===== src/rwr_pkg.sv =====
`timescale 1ns / 1ps
// Shared types and constants for the RDMA WRITE responder.
// No dependencies; every other file refers to this package by scoped names.

package rwr_pkg;

    localparam int QP_W        = 8;
    localparam int QP_COUNT    = 1 << QP_W;
    localparam int LEN_W       = 13;
    localparam int MAX_PAYLOAD = 4096;

    localparam logic [LEN_W-1:0] MAX_LEN = LEN_W'(MAX_PAYLOAD);

    localparam logic [7:0] OP_WR_FIRST    = 8'd6;
    localparam logic [7:0] OP_WR_MIDDLE   = 8'd7;
    localparam logic [7:0] OP_WR_LAST     = 8'd8;
    localparam logic [7:0] OP_WR_LAST_IMM = 8'd9;
    localparam logic [7:0] OP_WR_ONLY     = 8'd10;
    localparam logic [7:0] OP_WR_ONLY_IMM = 8'd11;

    localparam logic [2:0] SYN_NONE    = 3'd0;
    localparam logic [2:0] SYN_ACK     = 3'd1;
    localparam logic [2:0] SYN_PSN_ERR = 3'd2;
    localparam logic [2:0] SYN_INV_REQ = 3'd3;
    localparam logic [2:0] SYN_ACC_ERR = 3'd4;
    localparam logic [2:0] SYN_RNR_NAK = 3'd5;

    localparam int ST_KEY_REJ = 0;
    localparam int ST_PAY_REJ = 1;

    typedef struct packed {
        logic [7:0]       qp_index;
        logic [7:0]       opcode;
        logic [23:0]      psn;
        logic             ack_req;
        logic             reth_valid;
        logic [63:0]      reth_address;
        logic [1:0]       access_status;
        logic [LEN_W-1:0] payload_length;
        logic [31:0]      imm_word;
        logic             qp_can_receive;
        logic [23:0]      qp_epsn;
        logic             recv_wqe_available;
    } req_t;

    typedef struct packed {
        logic        ignored;
        logic        accepted;
        logic        ack_needed;
        logic [2:0]  syndrome;
        logic [23:0] ack_psn;
        logic        write_enable;
        logic [63:0] write_address;
        logic        advance_qp_psn;
        logic        message_complete;
        logic        cqe_valid;
        logic [31:0] cqe_bytes;
        logic [31:0] cqe_immediate;
    } rsp_t;

    typedef struct packed {
        logic        active;
        logic [63:0] base_address;
        logic [31:0] byte_count;
        logic [23:0] next_psn;
        logic        imm_seen;
        logic [31:0] immediate;
    } ctx_t;

    typedef struct packed {
        logic            en;
        logic [QP_W-1:0] addr;
        ctx_t            data;
    } ctx_wr_t;

endpackage


===== src/rwr_engine.sv =====
`timescale 1ns / 1ps
// Header checks and context update for one write packet.
// Combinational; uses rwr_pkg types and codes.

module rwr_engine
(
    input  rwr_pkg::req_t    req,
    input  rwr_pkg::ctx_t    ctx,
    input  logic             exec,
    output rwr_pkg::rsp_t    rsp,
    output rwr_pkg::ctx_wr_t wr
);

    logic                           rc_write;
    logic                           first;
    logic                           complete;
    logic                           imm;
    logic [rwr_pkg::LEN_W-1:0]      len;
    rwr_pkg::ctx_t                  work;
    rwr_pkg::ctx_t                  upd;

    assign rc_write = (req.opcode >= rwr_pkg::OP_WR_FIRST)
                   && (req.opcode <= rwr_pkg::OP_WR_ONLY_IMM);
    assign first    = (req.opcode == rwr_pkg::OP_WR_FIRST)
                   || (req.opcode == rwr_pkg::OP_WR_ONLY)
                   || (req.opcode == rwr_pkg::OP_WR_ONLY_IMM);
    assign complete = (req.opcode == rwr_pkg::OP_WR_LAST)
                   || (req.opcode == rwr_pkg::OP_WR_LAST_IMM)
                   || (req.opcode == rwr_pkg::OP_WR_ONLY)
                   || (req.opcode == rwr_pkg::OP_WR_ONLY_IMM);
    assign imm      = (req.opcode == rwr_pkg::OP_WR_LAST_IMM)
                   || (req.opcode == rwr_pkg::OP_WR_ONLY_IMM);
    assign len      = (req.payload_length > rwr_pkg::MAX_LEN) ? rwr_pkg::MAX_LEN
                                                              : req.payload_length;

    always_comb
    begin
        work = ctx;
        if (first)
        begin
            work.active       = 1'b1;
            work.base_address = req.reth_address;
            work.byte_count   = '0;
            work.next_psn     = req.psn;
            work.imm_seen     = 1'b0;
            work.immediate    = '0;
        end
    end

    always_comb
    begin
        rsp     = '0;
        upd     = work;
        wr.en   = 1'b0;
        wr.addr = req.qp_index[rwr_pkg::QP_W-1:0];
        if (!rc_write)
        begin
            rsp.ignored = 1'b1;
        end
        else if (!req.qp_can_receive)
        begin
            rsp.ack_needed = 1'b1;
            rsp.syndrome   = rwr_pkg::SYN_INV_REQ;
            rsp.ack_psn    = req.psn;
        end
        else if (req.psn != req.qp_epsn)
        begin
            rsp.ack_needed = 1'b1;
            rsp.syndrome   = rwr_pkg::SYN_PSN_ERR;
            rsp.ack_psn    = req.qp_epsn;
        end
        else if (first && !req.reth_valid)
        begin
            rsp.ack_needed = 1'b1;
            rsp.syndrome   = rwr_pkg::SYN_INV_REQ;
            rsp.ack_psn    = req.psn;
        end
        else if (first && req.access_status[rwr_pkg::ST_KEY_REJ])
        begin
            rsp.ack_needed = 1'b1;
            rsp.syndrome   = rwr_pkg::SYN_ACC_ERR;
            rsp.ack_psn    = req.psn;
        end
        else if (!work.active)
        begin
            rsp.ack_needed = 1'b1;
            rsp.syndrome   = rwr_pkg::SYN_INV_REQ;
            rsp.ack_psn    = req.psn;
        end
        else if (!first && (work.next_psn != req.psn))
        begin
            rsp.ack_needed = 1'b1;
            rsp.syndrome   = rwr_pkg::SYN_PSN_ERR;
            rsp.ack_psn    = work.next_psn;
        end
        else if ((len != '0) && req.access_status[rwr_pkg::ST_PAY_REJ])
        begin
            // close the message
            rsp.ack_needed = 1'b1;
            rsp.syndrome   = rwr_pkg::SYN_ACC_ERR;
            rsp.ack_psn    = req.psn;
            upd.active     = 1'b0;
            wr.en          = exec;
        end
        else if (complete && imm && !req.recv_wqe_available)
        begin
            rsp.ack_needed = 1'b1;
            rsp.syndrome   = rwr_pkg::SYN_RNR_NAK;
            rsp.ack_psn    = req.psn;
        end
        else
        begin
            upd.byte_count     = work.byte_count + 32'(len);
            upd.next_psn       = req.psn + 24'd1;
            rsp.advance_qp_psn = 1'b1;
            if (len != '0)
            begin
                rsp.write_enable  = 1'b1;
                rsp.write_address = work.base_address + 64'(work.byte_count);
            end
            if (imm)
            begin
                upd.imm_seen  = 1'b1;
                upd.immediate = req.imm_word;
            end
            if (complete)
            begin
                rsp.message_complete = 1'b1;
                upd.active           = 1'b0;
                if (upd.imm_seen)
                begin
                    rsp.cqe_valid     = 1'b1;
                    rsp.cqe_bytes     = upd.byte_count;
                    rsp.cqe_immediate = upd.immediate;
                end
            end
            if (req.ack_req || complete)
            begin
                rsp.ack_needed = 1'b1;
                rsp.syndrome   = rwr_pkg::SYN_ACK;
                rsp.ack_psn    = req.psn;
            end
            rsp.accepted = 1'b1;
            wr.en        = exec;
        end
        wr.data = upd;
    end

endmodule

===== config.mk =====
export PLATFORM = sky130hd
export DESIGN_NAME = rwr_engine
export DESIGN_NICKNAME = d
export VERILOG_FILES = /design/src/rwr_pkg.sv /design/src/rwr_engine.sv
export SDC_FILE = /design/constraint.sdc
export NUM_CORES = 1
export LEC_CHECK = 0
export ABC_AREA = 1
export BUFFER_PORTS_ARGS = -buffer_cell sky130_fd_sc_hd__buf_2
export CORE_AREA = 4 4 255 257
export DETAILED_ROUTE_END_ITERATION = 8
export DIE_AREA = 0 0 259 261
export PLACE_DENSITY = 0.47
export SLEW_MARGIN = 10
export SYNTH_ARGS = -nofsm -noshare
export SYNTH_HDL_FRONTEND = slang
export SYNTH_SLANG_ARGS = --single-unit
export TNS_END_PERCENT = 100

===== constraint.sdc =====
create_clock -name vclk -period 4.45
set_input_delay 0 -clock vclk [all_inputs]
set_output_delay 0 -clock vclk [all_outputs]
set_load 0.005 [all_outputs]

==> flow_summary.json, run 1 <==
{
  "final.fill_count": 7596,
  "grt_pass1_wl_mm": 122.5,
  "cts_resized": 0,
  "rsz0062_at_grt": "false",
  "finalWirelength_mm": 86.57,
  "commonest_non_fill_non_tap_cell_in_the_layout": "sky130_fd_sc_hd__nand2_1",
  "crit_chain": "buf_2 -> inv_1 -> nand2_1 -> nor2_1 -> nand2_2 -> nand2_4 -> inv_4 -> buf_12 -> buf_4 -> nand2_1 -> inv_1 -> ha_1 -> nand2_1 -> nor2_1 -> nand3_1 -> nor2_1 -> nand4_1 -> nand3_2 -> nand2_1 -> nand2_1 -> nand2_1 -> nor2_1 -> buf_2",
  "die_width_microns": 259,
  "place_hpwl_mm": 73.49,
  "ant_nets": 0,
  "finalCriticalPeriod_ns": 4.261,
  "top_level_ports": 659,
  "final_critical_path_setup_slack_ns": 0.1888,
  "first_pass_iters": 6,
  "most_frequent_cells_in_the_layout": "sky130_fd_sc_hd__nand2_1, sky130_fd_sc_hd__buf_2, sky130_fd_sc_hd__nor2_1, sky130_fd_sc_hd__inv_1, sky130_fd_sc_hd__nand3_1",
  "multiInputGateArea_sq_um": 10460,
  "timing_startpoint_of_the_critical_path": "req[166]",
  "syn_inst": 2687,
  "slowest_stage": "sky130_fd_sc_hd__nor2_1",
  "std_cell_rows": 92,
  "globalplace.congestion": 0.9737,
  "leakage_power_nw": 9.438,
  "critical_path.max_fanout": 43,
  "total_power_mw": 1.263,
  "drive_above_1_share_pct": 23.23,
  "cp-end-kind": "primary output",
  "final_min_period_over_clock_period_pct": 95.76,
  "vias_in_the_first_global_route": 18823,
  "grt_use_total_pct": 23.74,
  "netlist_top_cells_area": "sky130_fd_sc_hd__nand2_1, sky130_fd_sc_hd__nor2_1, sky130_fd_sc_hd__nand3_1",
  "grt_max_degree": 74,
  "post-route-drc-count": 0,
  "die_area_sq_um": 67600,
  "synthesis.area_per_instance_sq_um": 4.575,
  "hold_path.class": "in -> out",
  "yosys_warnings": 0,
  "timing.critical_path.arrival_ns": 4.26,
  "outcome": "finished, final reports clean",
  "critical-path-top-cell-by-count": "sky130_fd_sc_hd__nand2_1",
  "grt_antenna_before_repair": 12,
  "starting_density_of_the_core_pct": 19.59,
  "post_cts_repair_timing_setup_buffer_count": 0,
  "crit_required_ns": 4.45,
  "slew_headroom_pct": 29.05,
  "grt.overflow.total": 0,
  "die_h_microns": 261,
  "detail_route.iter0.violations": 1401,
  "seq_total_area_yosys_pct": 0,
  "route.detailed.vias_per_inst": 4.841,
  "power.density_nw_per_um2": 77.48,
  "report.final.slew_viol_count": 0,
  "vdd_drop_max_uv": 46.48,
  "top_cell_type_s_share_of_synthesized_area_pct": 27.61,
  "max_clock_freq_mhz": 234.7,
  "hold-path-cell-count": 0,
  "holdBufCountCts": 0,
  "max_cap_violations": 0,
  "areaGrowthSynthToFinish_pct": 32.57,
  "finish.net_count": 3601,
  "hold_violations": 0,
  "setup-violations-final": 0,
  "syn-cell-area_sq_um": 12290,
  "yosys.cell_types.count": 48,
  "seq_area_sq_um": 0,
  "timing.setup.tns_ns": 0,
  "synthDominantAreaCellType": "sky130_fd_sc_hd__nand2_1",
  "insertedDiodeCount": 0,
  "hold_start": "req[173]",
  "preCtsSetupSlack_ns": 0.2936,
  "core_area_sq_um": 62740,
  "numPortBuffers": 643,
  "worst_pin_slew_ns": 1.062,
  "total_vias_in_the_final_route": 19787,
  "synthesis.nets": 3045,
  "sequential_cell_total": 0,
  "timing.setup.critical_path_class": "in -> out",
  "hold_end": "wr[156]",
  "route.detailed.wl_per_inst_microns": 21.18,
  "critical_path.max_stage_delay_ns": 0.48,
  "crit_path_start_kind": "input port",
  "clock_buffer_count": 0
}
-- cells by family (layout without fill, tap and decap cells) --
kind of cell / after synthesis / after routing / synth area share [%]
and+or+nand+nor: 1689 / 1689 / 58.04
AOI/OAI and AO/OA: 466 / 466 / 20.00
buffers and inverters: 446 / 1000 / 14.97
xor gates and xnor gates: 62 / 62 / 4.418
adders and majority gates: 24 / 24 / 2.565
-- cells in the mapped netlist, types with 2 or more instances --
cell type	n
sky130_fd_sc_hd__buf_1	9
sky130_fd_sc_hd__nand3_1	258
sky130_fd_sc_hd__fa_1	2
sky130_fd_sc_hd__nor3_1	36
sky130_fd_sc_hd__nand3_2	7
sky130_fd_sc_hd__clkbuf_1	64
sky130_fd_sc_hd__o211ai_1	29
sky130_fd_sc_hd__a21o_1	3
sky130_fd_sc_hd__o22ai_1	4
sky130_fd_sc_hd__a21boi_0	3
sky130_fd_sc_hd__nor4_1	11
sky130_fd_sc_hd__nor2_2	7
sky130_fd_sc_hd__o21ai_0	222
sky130_fd_sc_hd__xor2_1	57
sky130_fd_sc_hd__buf_6	6
sky130_fd_sc_hd__nand3b_1	11
sky130_fd_sc_hd__nor2_1	360
sky130_fd_sc_hd__nand4_1	43
sky130_fd_sc_hd__buf_2	33
sky130_fd_sc_hd__and3_1	2
sky130_fd_sc_hd__nor3b_1	3
sky130_fd_sc_hd__nand2_2	5
sky130_fd_sc_hd__ha_1	22
sky130_fd_sc_hd__a21oi_1	170
sky130_fd_sc_hd__o21ai_1	21
sky130_fd_sc_hd__inv_1	306
sky130_fd_sc_hd__xnor2_1	5
sky130_fd_sc_hd__buf_4	21
sky130_fd_sc_hd__o21bai_1	6
sky130_fd_sc_hd__a31oi_1	3
sky130_fd_sc_hd__or2_2	30
sky130_fd_sc_hd__nor2_4	4
sky130_fd_sc_hd__nand2_1	904
sky130_fd_sc_hd__inv_2	6
-- per-stage QoR --
step	std cells	hold WS (ns)	util (%)	instance area, sq um
final	4087	0.000001815	25.98	16300
after global routing	4087	0.00001240	25.98	16300
after CTS	4087	0.00003458	25.98	16300
after detailed placement	4087	0.00003458	25.98	16300
after global placement	4087	0.00003458	25.98	16300
after floorplan	2687	0.08082	-	12290
-- worst max-delay path by stage --
stage | endpoint | slack (ns)
after global placement | rsp[113] | 0.20
after floorplan | rsp[115] | 0.31
after detailed placement | rsp[113] | 0.29
after CTS | rsp[113] | 0.28
after global routing | rsp[113] | 0.02
final | rsp[113] | 0.19
-- layout make-up --
cell class / instances / area share [%]
Multi-Input combinational cell: 2241 / 64.17
Timing Repair Buffer: 688 / 22.13
Tap cell: 846 / 6.496
Inverter: 312 / 7.202
-- per-layer routing --
| layer | up-vias | share of wire (%) | global-route usage [%] | wire length (microns) |
|---|---|---|---|---|
| li1 | 9770 | - | - | - |
| met1 | 9068 | 40 | 28.39 | 34470 |
| met2 | 854 | 50 | 44.37 | 43200 |
| met3 | 83 | 8.2 | 4.990 | 7062 |
| met4 | 12 | 2.0 | 3.883 | 1743 |
| met5 | - | 0.10 | 0 | 87 |
-- critical path: cells and delay by family --
family	cells	cell delay (ns)
adder cells (fa/ha/maj)	1	0.42
AND/OR/NAND/NOR	15	2.85
buffers and inverters	7	0.94
-- power breakdown --
part	total, mW	internal [mW]	switching (mW)
logic	1.26	0.420	0.843
registers	0	0	0
clock network	0	0	0
total	1.26	0.420	0.843
Power figures use the tool's default switching activity.
==> inputs of run 2 (changes only) <==
--- a/config.mk
+++ b/config.mk
@@ -7,10 +7,10 @@
 export LEC_CHECK = 0
 export ABC_AREA = 1
 export BUFFER_PORTS_ARGS = -buffer_cell sky130_fd_sc_hd__buf_2
-export CORE_AREA = 4 4 255 257
+export CORE_AREA = 4 4 254 256
 export DETAILED_ROUTE_END_ITERATION = 8
-export DIE_AREA = 0 0 259 261
-export PLACE_DENSITY = 0.47
+export DIE_AREA = 0 0 258 260
+export PLACE_DENSITY = 0.48
 export SLEW_MARGIN = 10
 export SYNTH_ARGS = -nofsm -noshare
 export SYNTH_HDL_FRONTEND = slang
==> run 2 against run 1 <==
Fmax is 3.4% higher. Worst setup slack better by 0.14 ns. Sequential share of layout area stayed put. Combinational power hardly changed. Count of clock-buffer cells in the layout stayed put. Power is 0.20% lower. Flip-flop and latch count stayed put. Largest cell class unchanged.
==> flow_summary.json, run 2 (synthesis gave the netlist of run 1 again) <==
{
  "post_cts_repair_timing_setup_buffer_count": 0,
  "total_vias_in_the_final_route": 20047,
  "timing.setup.critical_path_class": "in -> out",
  "final_min_period_over_clock_period_pct": 92.60,
  "grt_pass1_wl_mm": 122.6,
  "first_pass_iters": 7,
  "vias_in_the_first_global_route": 19007,
  "crit_required_ns": 4.45,
  "route.detailed.wl_per_inst_microns": 21.02,
  "multiInputGateArea_sq_um": 10460,
  "seq_area_sq_um": 0,
  "commonest_non_fill_non_tap_cell_in_the_layout": "sky130_fd_sc_hd__nand2_1",
  "sequential_cell_total": 0,
  "vdd_drop_max_uv": 34.86,
  "core_area_sq_um": 62500,
  "std_cell_rows": 92,
  "finalCriticalPeriod_ns": 4.121,
  "hold_violations": 0,
  "ant_nets": 0,
  "crit_path_start_kind": "input port",
  "leakage_power_nw": 9.447,
  "cp-end-kind": "primary output",
  "report.final.slew_viol_count": 0,
  "final_critical_path_setup_slack_ns": 0.3294,
  "holdBufCountCts": 0,
  "worst_hold_margin_ns": 0.000001721,
  "hold_path.class": "in -> out",
  "grt_antenna_before_repair": 17,
  "starting_density_of_the_core_pct": 19.67,
  "die_width_microns": 258,
  "die_h_microns": 260,
  "finalWirelength_mm": 86.16,
  "globalplace.congestion": 1.002,
  "timing.setup.tns_ns": 0,
  "setup-violations-final": 0,
  "areaGrowthSynthToFinish_pct": 32.91,
  "grt_max_degree": 66,
  "critical_path.max_fanout": 48,
  "finish.net_count": 3603,
  "place_hpwl_mm": 73.38,
  "max_cap_violations": 0,
  "top_level_ports": 659,
  "power.density_nw_per_um2": 77.13,
  "final_cells": 4098,
  "max_clock_freq_mhz": 242.7,
  "most_frequent_cells_in_the_layout": "sky130_fd_sc_hd__nand2_1, sky130_fd_sc_hd__buf_2, sky130_fd_sc_hd__nor2_1, sky130_fd_sc_hd__inv_1, sky130_fd_sc_hd__nand3_1",
  "die_area_sq_um": 67080,
  "clock_buffer_count": 0,
  "timing.critical_path.arrival_ns": 4.12,
  "grt.overflow.total": 0,
  "grt_use_total_pct": 23.77,
  "outcome": "finished, final reports clean",
  "final.fill_count": 7605,
  "slew_headroom_pct": 25.06,
  "detail_route.iter0.violations": 1553,
  "route.detailed.vias_per_inst": 4.892,
  "cts_resized": 0,
  "placed_instance_count": 4089,
  "post-route-drc-count": 0,
  "worst_pin_slew_ns": 1.124,
  "preCtsSetupSlack_ns": 0.3209,
  "rsz0062_at_grt": "false",
  "numPortBuffers": 643,
  "drive_above_1_share_pct": 23.31
}
run 2: cell count changes in the layout (fill, tap and decap cells not counted):
cell / delta
sky130_fd_sc_hd__a21oi_1: -1
sky130_fd_sc_hd__a21oi_2: +1
sky130_fd_sc_hd__buf_4: +2
sky130_fd_sc_hd__diode_2: +9
run 2: worst paths after layout:
| path | from | end | slack (ns) | cells past startpoint |
|---|---|---|---|---|
| max | req[166] | rsp[117] | 0.33 | 22 |
| min | req[173] | wr[156] | 0.000002 | 0 |
run 2: critical path, stage by stage:
cell	delay (ns)
sky130_fd_sc_hd__buf_2	0.09
sky130_fd_sc_hd__inv_1	0.09
sky130_fd_sc_hd__nand2_1	0.06
sky130_fd_sc_hd__nor2_1	0.13
sky130_fd_sc_hd__nand2_2	0.09
sky130_fd_sc_hd__nand2_4	0.17
sky130_fd_sc_hd__inv_4	0.09
sky130_fd_sc_hd__buf_12	0.21
sky130_fd_sc_hd__buf_4	0.23
sky130_fd_sc_hd__nand2_1	0.16
sky130_fd_sc_hd__inv_1	0.17
sky130_fd_sc_hd__ha_1	0.41
sky130_fd_sc_hd__nand2_1	0.12
sky130_fd_sc_hd__nor2_1	0.29
sky130_fd_sc_hd__nand3_1	0.15
sky130_fd_sc_hd__nor2_1	0.42
sky130_fd_sc_hd__nand4_1	0.38
sky130_fd_sc_hd__nand3_2	0.33
sky130_fd_sc_hd__nand4_1	0.12
sky130_fd_sc_hd__nand3_1	0.19
sky130_fd_sc_hd__inv_1	0.06
sky130_fd_sc_hd__buf_2	0.13
run 2: layout make-up:
type	count	area share [%]
Multi-Input combinational cell	2241	64.03
Timing Repair Buffer	690	22.16
Tap cell	846	6.479
Antenna cell	9	0.1379
Inverter	312	7.184
run 2: report_power, final:
part | total [mW] | internal (mW) | switching (mW)
combinational | 1.26 | 0.420 | 0.840
clock | 0.000000273 | 0.000000273 | 0
sequential | 0 | 0 | 0
run 2: per-layer routing:
layer	part of all wire, %	global-route usage (%)	up-vias	wire, microns
li1	-	-	9765	-
met1	40	28.38	9239	34210
met2	50	44.26	929	42740
met3	8.0	4.226	100	6876
met4	2.6	5.230	14	2238
met5	0.11	0	-	99
run 2: stage by stage:
stage	power [mW]	cell area, sq um	utilization, %
after floorplan	0.6901	12290	-
after global placement	1.251	16310	26.10
after detailed placement	1.243	16310	26.10
after CTS	1.249	16310	26.10
after global routing	1.388	16320	26.12
final	1.260	16340	26.14
